[config.mk]
export PLATFORM = sky130hd
export DESIGN_NAME = pin_addressed_gpio_controller_top
export DESIGN_NICKNAME = d
export VERILOG_FILES = /design/src/pagc_pkg.sv /design/src/pagc_ctrl.sv /design/src/pagc_dp.sv /design/src/pin_addressed_gpio_controller_top.sv
export SDC_FILE = /design/constraint.sdc
export NUM_CORES = 1
export LEC_CHECK = 0
export BUFFER_PORTS_ARGS = -buffer_cell sky130_fd_sc_hd__buf_4
export CAP_MARGIN = 10
export CELL_PAD_IN_SITES_DETAIL_PLACEMENT = 1
export CELL_PAD_IN_SITES_GLOBAL_PLACEMENT = 1
export CORE_ASPECT_RATIO = 1.75
export CORE_MARGIN = 2
export CORE_UTILIZATION = 44
export DETAILED_ROUTE_END_ITERATION = 8
export GPL_TIMING_DRIVEN = 0
export PLACE_DENSITY_LB_ADDON = 0.1
export RECOVER_POWER = 25
export SYNTH_ARGS = -nofsm -noshare
export SYNTH_HDL_FRONTEND = slang
export SYNTH_SLANG_ARGS = --single-unit
[constraint.sdc]
create_clock -name i_clk -period 3.9 [get_ports i_clk]
set_input_delay 0.195 -clock i_clk [delete_from_list [all_inputs] [get_ports i_clk]]
set_output_delay 0.195 -clock i_clk [all_outputs]
set_load 0.005 [all_outputs]
[src/pagc_pkg.sv]
// Shared types and constants for the pin-addressed GPIO controller.
// Used by pagc_ctrl, pagc_dp and pin_addressed_gpio_controller_top.
package pagc_pkg;

    localparam int unsigned NUM_PORTS   = 3;
    localparam int unsigned PORT_W      = 8;
    localparam int unsigned IN_DATA_W   = 64;
    localparam int unsigned OUT_DATA_W  = 56;

    localparam logic [PORT_W-1:0] SHORT_MASK = 8'h3f;
    localparam logic [PORT_W-1:0] FULL_MASK  = 8'hff;
    localparam logic [PORT_W-1:0] BIT_ONE    = 8'h01;

    // port codes
    localparam logic [1:0] PORT_B = 2'd0;
    localparam logic [1:0] PORT_C = 2'd1;
    localparam logic [1:0] PORT_D = 2'd2;

    typedef enum logic [2:0] {
        FN_SET_INPUT  = 3'd0,
        FN_SET_OUTPUT = 3'd1,
        FN_READ_PIN   = 3'd2,
        FN_WRITE_PIN  = 3'd3,
        FN_TOGGLE     = 3'd4,
        FN_READ_PORT  = 3'd5,
        FN_WRITE_PORT = 3'd6
    } t_func;

    // controller -> datapath
    typedef struct packed {
        logic capture;  // latch the incoming word
        logic commit;   // execute the held operation
    } t_cmd;

endpackage

[src/pagc_ctrl.sv]
// Controller state machine: input handshake, execute step, result handshake.
// Depends on pagc_pkg (t_cmd).
module pagc_ctrl (
    input  logic             i_clk,
    input  logic             i_rst_n,
    input  logic             i_in_valid,
    output logic             o_in_ready,
    output logic             o_out_valid,
    input  logic             i_out_ready,
    output pagc_pkg::t_cmd   o_cmd
);

    typedef enum logic [2:0] {
        S_IDLE = 3'b001,
        S_EXEC = 3'b010,
        S_SEND = 3'b100
    } t_state;

    t_state r_state;
    t_state n_state;

    always_comb begin
        n_state = r_state;
        case (r_state)
            S_IDLE: begin
                if (i_in_valid) n_state = S_EXEC;
            end
            S_EXEC: begin
                n_state = S_SEND;
            end
            S_SEND: begin
                if (i_out_ready) n_state = S_IDLE;
            end
            default: begin
                n_state = S_IDLE;
            end
        endcase
    end

    always_ff @(posedge i_clk) begin
        if (!i_rst_n) begin
            r_state <= S_IDLE;
        end else begin
            r_state <= n_state;
        end
    end

    assign o_in_ready    = (r_state == S_IDLE);
    assign o_out_valid   = (r_state == S_SEND);
    assign o_cmd.capture = i_in_valid && (r_state == S_IDLE);
    assign o_cmd.commit  = (r_state == S_EXEC);

endmodule

[src/pagc_dp.sv]
// Datapath: held input word, direction registers, output latches, result flag/data.
// Depends on pagc_pkg (t_func, t_cmd, masks, port codes).
module pagc_dp (
    input  logic                              i_clk,
    input  logic                              i_rst_n,
    input  pagc_pkg::t_cmd                    i_cmd,
    input  logic [2:0]                        i_func,
    input  logic [pagc_pkg::IN_DATA_W-1:0]    i_data,
    output logic                              o_error,
    output logic [pagc_pkg::OUT_DATA_W-1:0]   o_data
);

    logic [2:0]                     r_func;
    logic [pagc_pkg::IN_DATA_W-1:0] r_data;

    logic [pagc_pkg::PORT_W-1:0] r_dir [pagc_pkg::NUM_PORTS];
    logic [pagc_pkg::PORT_W-1:0] r_lat [pagc_pkg::NUM_PORTS];
    logic                        r_err;
    logic [pagc_pkg::PORT_W-1:0] r_rd;

    logic [pagc_pkg::PORT_W-1:0] n_dir_sel;
    logic [pagc_pkg::PORT_W-1:0] n_lat_sel;
    logic                        n_err;
    logic [pagc_pkg::PORT_W-1:0] n_rd;

    // unpacked fields of the held word
    logic [7:0] pin_number;
    logic       pull_up;
    logic [7:0] pin_value;
    logic [7:0] port_select;
    logic [7:0] port_values;
    logic [7:0] levels_b;
    logic [7:0] levels_c;
    logic [7:0] levels_d;

    assign pin_number  = r_data[7:0];
    assign pull_up     = r_data[8];
    assign pin_value   = r_data[16:9];
    assign port_select = r_data[24:17];
    assign port_values = r_data[32:25];
    assign levels_b    = r_data[40:33];
    assign levels_c    = r_data[48:41];
    assign levels_d    = r_data[56:49];

    logic                        pin_ok;
    logic [1:0]                  pin_sel;
    logic [1:0]                  port;
    logic [pagc_pkg::PORT_W-1:0] onebit;
    logic [pagc_pkg::PORT_W-1:0] mask;
    logic [pagc_pkg::PORT_W-1:0] levels;
    logic [pagc_pkg::PORT_W-1:0] cur_dir;
    logic [pagc_pkg::PORT_W-1:0] cur_lat;
    pagc_pkg::t_func             func;

    assign func   = pagc_pkg::t_func'(r_func);
    assign onebit = pagc_pkg::BIT_ONE << pin_number[2:0];

    always_comb begin
        pin_ok  = 1'b1;
        pin_sel = pagc_pkg::PORT_B;
        if (pin_number inside {[8'd0:8'd5]}) begin
            pin_sel = pagc_pkg::PORT_B;
        end else if (pin_number inside {[8'd8:8'd13]}) begin
            pin_sel = pagc_pkg::PORT_C;
        end else if (pin_number inside {[8'd16:8'd23]}) begin
            pin_sel = pagc_pkg::PORT_D;
        end else begin
            pin_ok = 1'b0;
        end
    end

    // pin ops address by pin number, port ops by port code
    assign port = (func inside {pagc_pkg::FN_READ_PORT, pagc_pkg::FN_WRITE_PORT})
                  ? port_select[1:0] : pin_sel;

    always_comb begin
        case (port)
            pagc_pkg::PORT_B: levels = levels_b;
            pagc_pkg::PORT_C: levels = levels_c;
            default:          levels = levels_d;
        endcase
    end

    assign mask    = (port == pagc_pkg::PORT_D) ? pagc_pkg::FULL_MASK : pagc_pkg::SHORT_MASK;
    assign cur_dir = r_dir[port];
    assign cur_lat = r_lat[port];

    always_comb begin
        n_err     = 1'b0;
        n_rd      = '0;
        n_dir_sel = cur_dir;
        n_lat_sel = cur_lat;
        case (func)
            pagc_pkg::FN_SET_INPUT: begin
                if (!pin_ok) begin
                    n_err = 1'b1;
                end else begin
                    n_dir_sel = cur_dir & ~onebit;
                    if (pull_up) n_lat_sel = cur_lat | onebit;
                end
            end
            pagc_pkg::FN_SET_OUTPUT: begin
                if (!pin_ok) n_err = 1'b1;
                else         n_dir_sel = cur_dir | onebit;
            end
            pagc_pkg::FN_READ_PIN: begin
                if (!pin_ok) n_err = 1'b1;
                else         n_rd = {7'd0, levels[pin_number[2:0]]};
            end
            pagc_pkg::FN_WRITE_PIN: begin
                if (!pin_ok || pin_value[7:1] != 7'd0) begin
                    n_err = 1'b1;
                end else if (pin_value[0]) begin
                    n_lat_sel = cur_lat | onebit;
                end else begin
                    n_lat_sel = cur_lat & ~onebit;
                end
            end
            pagc_pkg::FN_TOGGLE: begin
                if (!pin_ok) n_err = 1'b1;
                else         n_lat_sel = cur_lat ^ onebit;
            end
            pagc_pkg::FN_READ_PORT: begin
                if (port_select > 8'd2) n_err = 1'b1;
                else                    n_rd = levels & mask;
            end
            pagc_pkg::FN_WRITE_PORT: begin
                if (port_select > 8'd2) n_err = 1'b1;
                else                    n_lat_sel = (cur_lat & ~mask) | (port_values & mask);
            end
            default: begin
                n_err = 1'b1;
            end
        endcase
    end

    // held input word: payload, no reset
    always_ff @(posedge i_clk) begin
        if (i_cmd.capture) begin
            r_func <= i_func;
            r_data <= i_data;
        end
        if (i_cmd.commit) begin
            r_rd <= n_rd;
        end
    end

    always_ff @(posedge i_clk) begin
        if (!i_rst_n) begin
            for (int i = 0; i < pagc_pkg::NUM_PORTS; i++) begin
                r_dir[i] <= '0;
                r_lat[i] <= '0;
            end
            r_err <= 1'b0;
        end else if (i_cmd.commit) begin
            r_err <= n_err;
            if (!n_err) begin
                r_dir[port] <= n_dir_sel;
                r_lat[port] <= n_lat_sel;
            end
        end
    end

    assign o_error = r_err;
    assign o_data  = {r_lat[2], r_dir[2], r_lat[1], r_dir[1], r_lat[0], r_dir[0], r_rd};

endmodule

[src/pin_addressed_gpio_controller_top.sv]
// GPIO controller with three ports B, C, D: each item carries one pin or port
// operation and returns one word with the error flag, read data and all six
// registers after the operation. Each item steps through accept, execute and
// present result, the last held through any output stall; the controller state machine
// handles one item at a time. Reset sets all pins to inputs with cleared latches.
// Depends on pagc_pkg, pagc_ctrl and pagc_dp.
module pin_addressed_gpio_controller_top (
    input  logic                              i_clk,
    input  logic                              i_rst_n,
    input  logic                              s_axis_tvalid,
    output logic                              s_axis_tready,
    // [7:0] pin_number, [8] pull_up, [16:9] pin_value, [24:17] port_select,
    // [32:25] port_values, [40:33] levels_b, [48:41] levels_c, [56:49] levels_d
    input  logic [pagc_pkg::IN_DATA_W-1:0]    s_axis_tdata,
    // [2:0] func
    input  logic [2:0]                        s_axis_tuser,
    output logic                              m_axis_tvalid,
    input  logic                              m_axis_tready,
    // [7:0] read_data, [15:8] dir_b, [23:16] drive_b, [31:24] dir_c,
    // [39:32] drive_c, [47:40] dir_d, [55:48] drive_d
    output logic [pagc_pkg::OUT_DATA_W-1:0]   m_axis_tdata,
    // [0] error
    output logic                              m_axis_tuser
);

    pagc_pkg::t_cmd cmd;

    pagc_ctrl u_ctrl (
        .i_clk       (i_clk),
        .i_rst_n     (i_rst_n),
        .i_in_valid  (s_axis_tvalid),
        .o_in_ready  (s_axis_tready),
        .o_out_valid (m_axis_tvalid),
        .i_out_ready (m_axis_tready),
        .o_cmd       (cmd)
    );

    pagc_dp u_dp (
        .i_clk   (i_clk),
        .i_rst_n (i_rst_n),
        .i_cmd   (cmd),
        .i_func  (s_axis_tuser),
        .i_data  (s_axis_tdata),
        .o_error (m_axis_tuser),
        .o_data  (m_axis_tdata)
    );

`ifndef SYNTHESIS
    // an error word never carries read data
    a_err_no_data: assert property (@(posedge i_clk) disable iff (!i_rst_n)
        m_axis_tvalid && m_axis_tuser |-> m_axis_tdata[7:0] == 8'd0)
        else $error("error word with nonzero read data");

    // ports B and C have no bits above 5
    a_short_ports: assert property (@(posedge i_clk) disable iff (!i_rst_n)
        m_axis_tdata[15:14] == 2'd0 && m_axis_tdata[23:22] == 2'd0 &&
        m_axis_tdata[31:30] == 2'd0 && m_axis_tdata[39:38] == 2'd0)
        else $error("upper bits of port B or C set");

    // one item in flight: never accepting while a result is shown
    a_one_item: assert property (@(posedge i_clk) disable iff (!i_rst_n)
        !(s_axis_tready && m_axis_tvalid))
        else $error("input ready while result pending");

    // registers hold while a result waits
    a_hold: assert property (@(posedge i_clk) disable iff (!i_rst_n)
        m_axis_tvalid && !m_axis_tready |=> $stable(m_axis_tdata[55:8]))
        else $error("registers changed during output stall");
`endif

endmodule
Word-level counts from Yosys, hierarchy flattened --
Memory sizes are Yosys's and may differ from the RTL's. Index checks and enable logic that the tools add are counted.
Storage, ports and cells: register bits 72, memory bits (writable) 48, input bits 71, word-level logic and storage cells 97, memories 2
Cells by class: $lt $le $gt $ge 8, eq/ne operators 13, shift-type cells 1, multiplexer cells 42, bitwise gates (word level) 11, reduce and logical (&&, ||, !) cells 15
Memories:
- u_dp.r_dir | depth 3, width 8, rd ports 4, clocked after memory_dff 0, wr ports 3, line pagc_dp.sv:16 | logic [pagc_pkg::PORT_W-1:0] r_dir [pagc_pkg::NUM_PORTS];
- u_dp.r_lat | depth 3, width 8, rd ports 4, clocked after memory_dff 0, wr ports 3, line pagc_dp.sv:17 | logic [pagc_pkg::PORT_W-1:0] r_lat [pagc_pkg::NUM_PORTS];
Operator list (number):
- 8-bit 2-to-1 mux | 12
- 8-bit case mux with 2 select lines | 3
- 8-bit AND | 5
- 8-bit case mux with 4 select lines | 1
- 8-bit bitwise OR | 3
- 8-bit NOT | 2
- 8-bit OR reduction | 2
- 1-bit 2-to-1 mux | 15
- 3-bit == test, second input constant | 4
- 2-bit 2-to-1 mux | 6
- 3-bit by 2-bit == test with 1-bit output, second input constant | 3
- 3-bit case mux with 3 select lines | 1
- 8-bit by 1-bit >= comparator with 1-bit output, second input constant | 1
- 8-bit by 4-bit >= comparator with 1-bit output, second input constant | 1
- 8-bit by 5-bit >= comparator with 1-bit output, second input constant | 1
- 8-bit by 2-bit greater-than comparator with 1-bit output, second input constant | 1
- 8-bit by 3-bit less-or-equal comparator with 1-bit output, second input constant | 1
- 8-bit by 4-bit less-or-equal comparator with 1-bit output, second input constant | 1
- 8-bit by 5-bit less-or-equal comparator with 1-bit output, second input constant | 1
- 1-bit by 3-bit << shifter with 8-bit output, first input constant | 1
- 8-bit bitwise XOR | 1
- 7-bit nonzero test | 1
- 3-bit by 1-bit == test with 1-bit output, second input constant | 2
- 3-bit 2-to-1 mux | 2
- other kinds (16) | 19

Longest topological paths before layout --
Gate-level depths: netlist of the first run.
depth in word-level cells 15, mapped depth 15

Hierarchy --
From an unflattened synthesis of the first run, not the netlist that was laid out.
Unflattened totals: cell total of the unflattened synthesis 548, area total of the unflattened synthesis 6706.4 µm²
Modules (own cells, without submodules):
- pagc_dp | instances 1, cells an instance 533, area each 6552.5 µm², sequential area each 3983.8 µm²
- pagc_ctrl | instances 1, cells an instance 15, area each 153.9 µm², sequential area each 60.1 µm²

Least setup slack after synthesis of the first run --
Ideal clock, no wire load.
path kind reg-to-reg, start point register u_dp.r_func[0], in the netlist u_dp.func[0], end point memory u_dp.r_lat[2][5] in the netlist's numbering (data pin), setup time 0.255 ns, arrival 2.806 ns, required time 3.645 ns, path slack 0.840 ns, stages on the path, launching flop included 16, path buffers 3, period minus slack after synthesis 3.060 ns, cells stage by stage edfxtp_1 buf_6 xor2_4 nand2_2 mux2_2 buf_2 buf_4 mux2i_1 mux2_2 ha_1 o2111ai_1 o2111ai_1 a21o_1 nand2_1 a21oi_1 and2_1
RTL lines:
- from (decl) | line pagc_dp.sv:13 | logic [2:0] r_func;
- from (signal assigned) | line pagc_dp.sv:140 | r_func <= i_func;
- to (decl) | line pagc_dp.sv:17

==> impl_metrics.env, run 1 <==
export IMPL_vias_per_cell=5.74
export IMPL_wl_per_cell_um=23.4
export IMPL_cts_root_buffer="clkbuf_16"
export IMPL_hold_viol_final=0
export IMPL_skew_ps=14.6
export IMPL_min_period_over_period_pct=95.8
export IMPL_drtIter0Drc=309
export IMPL_first_global_vias=6007
export IMPL_cp_start_kind="flip-flop"
export IMPL_core_area_um2=14400
export IMPL_worstMarginPinSlew_ps=989
export IMPL_routed_wl_um=22400
export IMPL_io_pins=130
export IMPL_grtUsageTotal_pct=29.9
export IMPL_grt_ovfl_total=0
export IMPL_cts_path_max_buffers=2
export IMPL_antenna_found_initial=0
export IMPL_end_kind="flip-flop"
export IMPL_dieWidth_um=95.4
export IMPL_clkLatencyLatePin_ps=420
export IMPL_synth_largest_area_cell="edfxtp_1"
export IMPL_drc=0
export IMPL_relSlewSlack_pct=33.9
export IMPL_dieHeight_um=164
export IMPL_drive_gt1_share_pct=24.9
export IMPL_synthTopCellsByCount="130 x edfxtp_1, 67 x nand2_1, 63 x nor2_1"
export IMPL_hp_class="input port to flip-flop"
export IMPL_switching_share_pct=27.4
export IMPL_max_cap_violations=0
export IMPL_ys_seq_elements=134
export IMPL_start_util_pct=44.8
export IMPL_setup_viol=0
export IMPL_cts_sinks=134
export IMPL_hold_depth=2
export IMPL_p_total_mw=3.86
export IMPL_path_max_fanout=10
export IMPL_grt_max_degree=42
export IMPL_yosys_cell_count_top_type="edfxtp_1"
export IMPL_synth_top_flop_cell="edfxtp_1"
export IMPL_syn_avg_cell_area_um2=11.7
export IMPL_drtAntennaViolNets=0
export IMPL_clk_pin_slew_ps=60
export IMPL_synth_cells=550
export IMPL_crit_required_ps=4070
export IMPL_fill_cells=1465
export IMPL_synth_area_um2=6440
export IMPL_cts_tree="done"
export IMPL_power_density_nw_per_um2=438
export IMPL_ir_drop_mv=0.315
export IMPL_num_rows=58
export IMPL_async_flop_share_pct=0
export IMPL_dieArea_um2=15700
export IMPL_area_growth_pct=37.0
export IMPL_r2r_cells=14
export IMPL_status="completed"
export IMPL_hpwl_um=14800
export IMPL_port_buffers=119
export IMPL_yosys_top_cells_area="edfxtp_1 61%, nand2_1 3.9%, nor2_1 3.7%"
export IMPL_p_clk_share_pct=41.3
export IMPL_place_congestion=0.907
export IMPL_power_frac_seq_pct=44.8
export IMPL_power_leakage_nw=3.40
export IMPL_slew_violations=0
export IMPL_fmax_ghz=0.268
export IMPL_num_vias=5473
export IMPL_nets=840
export IMPL_yosysWarningCount=0
export IMPL_finalSetupTns_ps=0
export IMPL_cts_post_setup_buffers_inserted=0
export IMPL_n_antenna_cell=0
export IMPL_path_class="flip-flop to flip-flop"
export IMPL_p_int_mw=2.80
export IMPL_h_tree_depth=4
export IMPL_comb_power_share_pct=14.0
export IMPL_cts_inserted_buffers=17
export IMPL_synth_edf_count=130
export IMPL_power_switching_mw=1.06
export IMPL_period_needed_ps=3740
export IMPL_yosys_area_top_type_share_pct=60.6
export IMPL_rsz0062_at_grt="no"
export IMPL_worstPathArrival_ps=3900
export IMPL_grt_first_pass_wirelength_um=34100
export IMPL_yosysSeqAreaShare_pct=61.9
export IMPL_synthDistinctLibCells=59
export IMPL_dr_pass1_iters=5
-- worst max-delay path: stages, from the launching register on --
cell,delay [ps]
edfxtp_1,370
nor3_1,280
clkbuf_4,290
o211a_2,300
o21bai_1,260
buf_4,290
mux2i_1,90
mux2i_1,270
inv_1,80
ha_1,310
a211oi_1,240
nor3_1,90
a211oi_1,250
a2bb2oi_1,180
and2_1,170
-- worst paths after layout --
check | from | end | slack, ps
worst max-delay path | u_dp.r_data[7] | u_dp.r_lat[2][6] | 160
worst min-delay path | s_axis_tvalid | u_ctrl.r_state[1] | 100
worst max register to register | u_dp.r_data[7] | u_dp.r_lat[2][6] | 160
worst min register to register | u_dp.o_error | u_dp.o_error | 560
-- power groups by stage --
| stage | clock [mW] | combinational, mW | sequential [mW] |
|---|---|---|---|
| global route | 1.66 | 0.581 | 1.74 |
| global placement | 0 | 0.452 | 1.75 |
| finish | 1.59 | 0.539 | 1.73 |
| detailed placement | 0 | 0.472 | 1.75 |
| floorplan | 0 | 0.271 | 1.74 |
| CTS | 1.59 | 0.522 | 1.72 |
-- metal layers --
| layer | vias to the layer above | GRT usage, % | share of wire [%] |
|---|---|---|---|
| met5 | - | 0 | 0 |
| met1 | 2771 | 32.1 | 36 |
| met3 | 48 | 5.46 | 4.1 |
| met4 | 0 | 14.1 | 3.5 |
| met2 | 194 | 55.2 | 56 |
| li1 | 2460 | - | - |
-- state kept, by name, summed over array words and instances, names as in the netlist --
name            count
u_dp.func           3
u_dp.r_lat         32
u_dp.r_dir         32
u_dp.o_error        1
u_dp.r_data        55
u_ctrl.r_state      3
u_dp.r_rd           8
-- layout by cell type, fill, tap and decap left out, types with 3 or more instances in the layout --
cell           count
mux2_2             8
buf_4             47
nand2_1           64
buf_6              4
inv_1             22
mux2i_1           20
and3_1             6
a31oi_1           11
conb_1            16
a21oi_1           24
clkbuf_1          14
o21bai_1           3
and2_1            16
nor3b_1            3
o211ai_1           4
ha_1               8
a211oi_1           4
buf_2              5
nand2b_1           3
nand2_2            3
dlygate4sd3_1     58
clkbuf_16         17
a31o_2             3
nand4_1            8
o2111ai_1          9
clkinvlp_4         3
nand3_1           27
inv_6              5
clkbuf_4          71
dfxtp_1            4
nor3_1            22
nor2b_1            4
nor2_1            62
edfxtp_1         130
o21ai_0           11
-- per-stage QoR --
step	hold WS (ps)	setup WS, ps	util [%]	cell area [um2]	cells
floorplan	294	840	-	6490	565
global placement	373	-354	53.0	7610	864
detailed placement	374	-353	53.1	7630	865
CTS	60.2	36.4	61.3	8800	954
global route	102	15.6	61.4	8820	954
finish	101	165	61.4	8820	954
-- kinds of logic (layout without fill, tap and decap cells) --
group           Yosys count  count (layout)  synth area share, %
other cells               1              16               0.0582
fa+ha+maj                 8               8                 1.55
xor+xnor                  4               4                0.952
compound gates           94              94                 10.1
flops                   134             134                 61.9
buf+inv                  48             257                 3.40
mux                      31              31                 5.42
simple gates            230             230                 16.6
-- area by class of cell --
class / instances / area [um2] / share of cell area, %
Sequential cell: 134 / 3980 / 45.2
Inverter: 22 / 82.6 / 0.936
Clock buffer: 17 / 425 / 4.82
Tap cell: 180 / 225 / 2.55
Buffer: 25 / 146 / 1.66
Multi-Input combinational cell: 383 / 2340 / 26.5
Clock inverter: 15 / 145 / 1.65
Timing Repair Buffer: 178 / 1480 / 16.7
-- timing repair --
action	4_1_cts	5_1_grt
endpoints found under the setup margin	51	70
hold buffers	58	0
endpoints found under the hold margin	58	0
resized for setup	7	12
Note: power is estimated with default switching activity, not from simulation.
==> run 2: changes to the inputs <==
Settings changed: ABC_AREA set to 1, CORE_UTILIZATION 44 to 42.
==> impl_metrics.env, run 2 <==
export IMPL_drive_gt1_share_pct=23.0
export IMPL_cp_slowest_stage_delay_ps=690
export IMPL_setup_viol=0
export IMPL_worstMarginPinSlew_ps=1140
export IMPL_grt_first_pass_wirelength_um=36700
export IMPL_path_delay_family="simple AND/OR/NAND/NOR gates"
export IMPL_drtAntennaViolNets=0
export IMPL_port_buffers=122
export IMPL_dieWidth_um=102
export IMPL_crit_chain="inv_1 > nor3_2 > inv_1 > a21oi_1 > o211ai_1 > nor2_1 > nand2_2 > buf_2 > nand2_2"
export IMPL_skew_ps=12.6
export IMPL_first_global_vias=6793
export IMPL_cts_sinks=136
export IMPL_cp_start_kind="flip-flop"
export IMPL_cts_path_max_buffers=2
export IMPL_fmax_ghz=0.291
export IMPL_synth_top_flop_cell="edfxtp_1"
export IMPL_clkLatencyLatePin_ps=430
export IMPL_dieArea_um2=17800
export IMPL_hp_class="input port to flip-flop"
export IMPL_syn_avg_cell_area_um2=9.27
export IMPL_num_vias=6152
export IMPL_core_area_um2=16400
export IMPL_clk_pin_slew_ps=70
export IMPL_power_leakage_nw=4.23
export IMPL_critPathBufInv=3
export IMPL_final_cell_mix="233 x nand2_1, 132 x edfxtp_1, 84 x inv_1, 76 x clkbuf_4, 68 x nor2_1"
export IMPL_worst_r2r_setup_slack_ps=460
export IMPL_synthTopCellsByCount="236 x nand2_1, 132 x edfxtp_1, 84 x inv_1"
export IMPL_holdPathEnd="u_ctrl.r_state[2]"
export IMPL_cts_tree="done"
export IMPL_cts_inserted_buffers=17
export IMPL_p_total_mw=3.95
export IMPL_r2r_end="u_dp.r_lat[1][0]"
export IMPL_start_util_pct=42.8
export IMPL_yosys_top_cells_area="edfxtp_1 57%, nand2_1 13%, inv_1 4.5%"
export IMPL_yosysWarningCount=0
export IMPL_dieHeight_um=175
export IMPL_n_antenna_cell=0
export IMPL_relSlewSlack_pct=23.6
export IMPL_layout_commonest_cell="nand2_1"
export IMPL_holdWs_ps=106
export IMPL_yosys_cell_count_top_type="nand2_1"
export IMPL_drc=0
export IMPL_hold_viol_final=0
export IMPL_grt_max_degree=39
export IMPL_slew_violations=0
export IMPL_min_from="m_axis_tready"
export IMPL_num_rows=62
export IMPL_ys_seq_elements=136
export IMPL_fin_util_pct=57.8
export IMPL_cts_root_buffer="clkbuf_16"
export IMPL_nets=1052
export IMPL_synth_area_um2=7010
export IMPL_io_pins=130
export IMPL_ir_drop_mv=0.358
export IMPL_yosysSeqAreaShare_pct=57.7
export IMPL_max_cap_violations=0
export IMPL_synthDistinctLibCells=35
export IMPL_worstPathArrival_ps=3500
export IMPL_end_kind="flip-flop"
export IMPL_synth_largest_area_cell="edfxtp_1"
export IMPL_crit_path_top_delay_cell="nor3_2"
export IMPL_grt_ovfl_total=0
export IMPL_h_tree_depth=4
export IMPL_top_register="u_dp.r_data"
export IMPL_routed_wl_um=23900
export IMPL_vias_per_cell=5.08
export IMPL_hold_depth=4
export IMPL_synth_edf_count=132
export IMPL_async_flop_share_pct=0
export IMPL_grtUsageTotal_pct=28.1
export IMPL_crit_required_ps=3960
export IMPL_hpwl_um=15900
export IMPL_power_density_nw_per_um2=417
export IMPL_path_max_fanout=16
export IMPL_path_class="flip-flop to flip-flop"
export IMPL_period_needed_ps=3440
export IMPL_place_congestion=0.907
export IMPL_status="completed"
export IMPL_yosys_area_top_type_share_pct=56.5
export IMPL_rsz0062_at_grt="no"
export IMPL_drtIter0Drc=302
export IMPL_largestRegisters="u_dp.r_data (57), u_dp.r_dir (32), u_dp.r_lat (32)"
export IMPL_area_growth_pct=34.9
export IMPL_antenna_found_initial=0
export IMPL_r2r_start="u_ctrl.r_state[1]"
export IMPL_wl_per_cell_um=19.7
export IMPL_r2r_cells=9
export IMPL_cts_post_setup_buffers_inserted=0
export IMPL_largest_reg_flops=57
export IMPL_dr_pass1_iters=5
export IMPL_min_period_over_period_pct=88.1
export IMPL_synth_cells=756
run 2: changes by cell type in the layout (fill, tap and decap cells not counted), sizes merged, moves of 15 or more:
cell	before	now
nand2	68	261
inv	29	89
a21oi	26	52
mux2i	21	0
nand3	27	48
nor2	63	81
nor3	22	5
and2	17	1
or2	2	17
run 2: timing repair:
action / CTS / global route
setup endpoints to repair: 0 / 48
gates resized for setup: 0 / 3
hold buffers: 60 / 0
endpoints found under the hold margin: 60 / 0
run 2: kinds of logic after synthesis:
logic type | synth area share [%]
AND/OR/NAND/NOR | 28.7
flip-flops | 57.7
buffers and inverters | 6.82
AO/OA/AOI/OAI | 5.30
adder cells (fa/ha/maj) | 1.43
other | 0.0535
run 2: layout make-up:
type / count / area, um2
fill: 1844 / 6910
multi-input combinational: 529 / 2570
timing repair buffer: 183 / 1530
inverter: 87 / 329
clock buffer: 18 / 429
tap: 224 / 280
sequential: 136 / 4040
buffer: 19 / 149
clock inverter: 14 / 128
run 2: metal layers:
layer	GRT usage, %	vias up	share of wire (%)
li1	-	2907	-
met1	28.2	2993	35
met2	52.9	198	56
met3	5.04	54	3.8
met4	14.8	0	4.5
met5	0	-	0
run 2: worst max-delay path by stage:
stage | to | depth (start not counted) | from
2_1_floorplan | u_dp.func[0] | 4 | u_ctrl.r_state[0]
3_5_place_dp | u_dp.r_lat[1][0] | 8 | u_ctrl.r_state[0]
4_1_cts | u_dp.r_lat[1][0] | 9 | u_ctrl.r_state[1]
3_3_place_gp | u_dp.r_data[41] | 4 | u_ctrl.r_state[0]
5_1_grt | u_dp.r_dir[0][3] | 9 | u_ctrl.r_state[1]
6_report | u_dp.r_lat[1][0] | 9 | u_ctrl.r_state[1]
run 2: per-stage QoR:
| stage | setup TNS [ps] | instances | cell area (um2) | setup WS [ps] |
|---|---|---|---|---|
| 3_3_place_gp | -35020 | 1117 | 8260 | -478 |
| 2_1_floorplan | 0 | 771 | 7070 | 233 |
| 5_1_grt | 0 | 1210 | 9460 | 229 |
| 4_1_cts | 0 | 1210 | 9450 | 199 |
| 3_5_place_dp | 0 | 1118 | 8300 | 214 |
| 6_report | 0 | 1210 | 9460 | 464 |
run 2: tightest hold or removal path, cell delays in order:
cell and delay (ps):
buf_4 80, inv_1 40, nand2_1 80, a21oi_1 90
run 2: power breakdown:
group	total [mW]	switching (mW)	leakage, nW	internal [mW]
Combinational	0.651	0.404	2.66	0.247
Clock	1.55	0.670	0.251	0.878
Sequential	1.75	0.0396	1.32	1.71
==> run 3: changes to the inputs <==
--- a/config.mk
+++ b/config.mk
@@ -9,12 +9,10 @@
 export BUFFER_PORTS_ARGS = -buffer_cell sky130_fd_sc_hd__buf_4
 export CAP_MARGIN = 10
-export CELL_PAD_IN_SITES_DETAIL_PLACEMENT = 1
-export CELL_PAD_IN_SITES_GLOBAL_PLACEMENT = 1
 export CORE_ASPECT_RATIO = 1.75
 export CORE_MARGIN = 2
-export CORE_UTILIZATION = 42
+export CORE_UTILIZATION = 45
 export DETAILED_ROUTE_END_ITERATION = 8
 export GPL_TIMING_DRIVEN = 0
-export PLACE_DENSITY_LB_ADDON = 0.1
+export PLACE_DENSITY = 0.67
 export RECOVER_POWER = 25
 export SYNTH_ARGS = -nofsm -noshare
==> constraint.sdc (replaced) <==
create_clock -name i_clk -period 3.9 [get_ports i_clk]
set_input_delay 0.195 -clock i_clk [delete_from_list [all_inputs] [get_ports i_clk]]
set_output_delay 0.195 -clock i_clk [all_outputs]
set_load 0.1 [all_outputs]
==> impl_metrics.env, run 3 (synthesized netlist as in run 2, its figures left out) <==
export IMPL_worstPathArrival_ps=3420
export IMPL_relSlewSlack_pct=20.9
export IMPL_dieHeight_um=169
export IMPL_r2r_cells=8
export IMPL_p_total_mw=3.98
export IMPL_worst_r2r_setup_slack_ps=520
export IMPL_clkLatencyLatePin_ps=420
export IMPL_num_vias=5926
export IMPL_status="completed"
export IMPL_layout_commonest_cell="nand2_1"
export IMPL_cts_inserted_buffers=17
export IMPL_core_area_um2=15300
export IMPL_port_buffers=122
export IMPL_cts_post_setup_buffers_inserted=0
export IMPL_max_cap_violations=0
export IMPL_largestRegisters="u_dp.r_data (57), u_dp.r_dir (32), u_dp.r_lat (32)"
export IMPL_cp_start_kind="flip-flop"
export IMPL_finish_instance_area_um2=9330
export IMPL_dieWidth_um=98.4
export IMPL_hp_class="input port to flip-flop"
export IMPL_first_global_vias=6011
export IMPL_num_rows=60
export IMPL_holdPathEnd="u_ctrl.r_state[2]"
export IMPL_place_congestion=0.882
export IMPL_cts_path_max_buffers=2
export IMPL_cts_tree="done"
export IMPL_drive_gt1_share_pct=21.3
export IMPL_cp_slowest_stage_delay_ps=720
export IMPL_ir_drop_mv=0.462
export IMPL_worstMarginPinSlew_ps=1190
export IMPL_h_tree_depth=4
export IMPL_path_class="flip-flop to flip-flop"
export IMPL_n_antenna_cell=0
export IMPL_critPathLaunch="u_ctrl.r_state[0]"
export IMPL_clk_pin_slew_ps=60
export IMPL_io_pins=130
export IMPL_wl_per_cell_um=16.1
export IMPL_routed_wl_um=18900
export IMPL_area_growth_pct=33.1
export IMPL_hold_depth=4
export IMPL_drtIter0Drc=358
export IMPL_hpwl_um=13300
export IMPL_vias_per_cell=5.06
export IMPL_crit_path_top_delay_cell="nor3_2"
export IMPL_power_density_nw_per_um2=426
export IMPL_cts_sinks=136
export IMPL_r2r_start="u_ctrl.r_state[0]"
export IMPL_slew_violations=0
export IMPL_rsz0062_at_grt="no"
export IMPL_drc=0
export IMPL_setup_viol=0
export IMPL_dieArea_um2=16600
export IMPL_crit_chain="nor3_2 > inv_1 > a21oi_1 > o211ai_1 > nor2_1 > nand2_2 > buf_2 > nand2_1"
export IMPL_grt_ovfl_total=0
export IMPL_grt_first_pass_wirelength_um=29700
export IMPL_power_leakage_nw=4.19
export IMPL_grtUsageTotal_pct=23.2
export IMPL_fmax_ghz=0.296
export IMPL_top_register="u_dp.r_data"
export IMPL_grt_max_degree=32
export IMPL_ctsResizeCount=0
export IMPL_antenna_found_initial=0
export IMPL_skew_ps=9.09
export IMPL_cts_root_buffer="clkbuf_16"
export IMPL_r2r_end="u_dp.r_lat[1][7]"
export IMPL_nets=1052
export IMPL_final_cell_mix="236 x nand2_1, 132 x edfxtp_1, 84 x inv_1, 68 x nor2_1"
export IMPL_path_max_fanout=16
export IMPL_hold_viol_final=0
export IMPL_period_needed_ps=3380
export IMPL_drtAntennaViolNets=0
export IMPL_min_from="m_axis_tready"
export IMPL_start_util_pct=45.8
export IMPL_end_kind="flip-flop"
export IMPL_place_area_um2=8250
export IMPL_fill_cells=1310
export IMPL_dr_pass1_iters=5
export IMPL_crit_required_ps=3940
export IMPL_min_period_over_period_pct=86.7
export IMPL_largest_reg_flops=57
export IMPL_finalSetupTns_ps=0
[run 3: final cells by class]
type	instances	area (um2)	area share, %
sequential	136	4040	43.3
buffer	19	149	1.60
timing repair buffer	183	1480	15.8
clock inverter	15	119	1.27
inverter	87	329	3.53
clock buffer	17	425	4.56
multi-input combinational	529	2560	27.4
tap	186	233	2.49
[run 3: metal layers]
layer,global-route usage [%],routed length [um]
met1,24.3,6730
met2,43.2,10300
met3,3.83,944
met4,13.2,903
met5,0,0
[run 3: worst max path at each step]
stage / to / slack [ps] / cells after the start
after floorplan: u_dp.func[0] / 110 / 4
after global placement: u_dp.r_lat[1][7] / -70 / 9
after detailed placement: u_dp.r_lat[1][1] / 460 / 9
after CTS: u_dp.r_lat[1][7] / 440 / 9
after global routing: u_dp.r_lat[1][7] / 340 / 8
final: u_dp.r_lat[1][7] / 520 / 8
[run 3: metrics by stage]
| stage | setup slack, ps | util [%] | hold WS (ps) | std cells |
|---|---|---|---|---|
| after floorplan | 110 | - | 294 | 771 |
| after global placement | -72.1 | 53.7 | 374 | 1079 |
| after detailed placement | 463 | 53.9 | 374 | 1080 |
| after CTS | 436 | 61.4 | 81.2 | 1172 |
| after global routing | 337 | 60.9 | 76.5 | 1172 |
| final | 517 | 60.9 | 82.4 | 1172 |
[run 3: timing repair]
action / 4_1_cts / 5_1_grt
hold buffers: 60 / 0
endpoints found under the setup margin: 0 / 0
endpoints found under the hold margin: 60 / 0
[run 3: where the power goes]
| part | internal, mW | switching [mW] |
|---|---|---|
| clock | 0.825 | 0.649 |
| sequential | 1.71 | 0.0354 |
| combinational | 0.244 | 0.514 |
| total | 2.78 | 1.20 |
[run 3: critical path: cells and delay by family, from the launching register on]
kind                   cells  cell delay [ps]
and+or+nand+nor            4             1900
AOI/OAI and AO/OA          2              290
DFF                        1              330
buffers and inverters      2              470
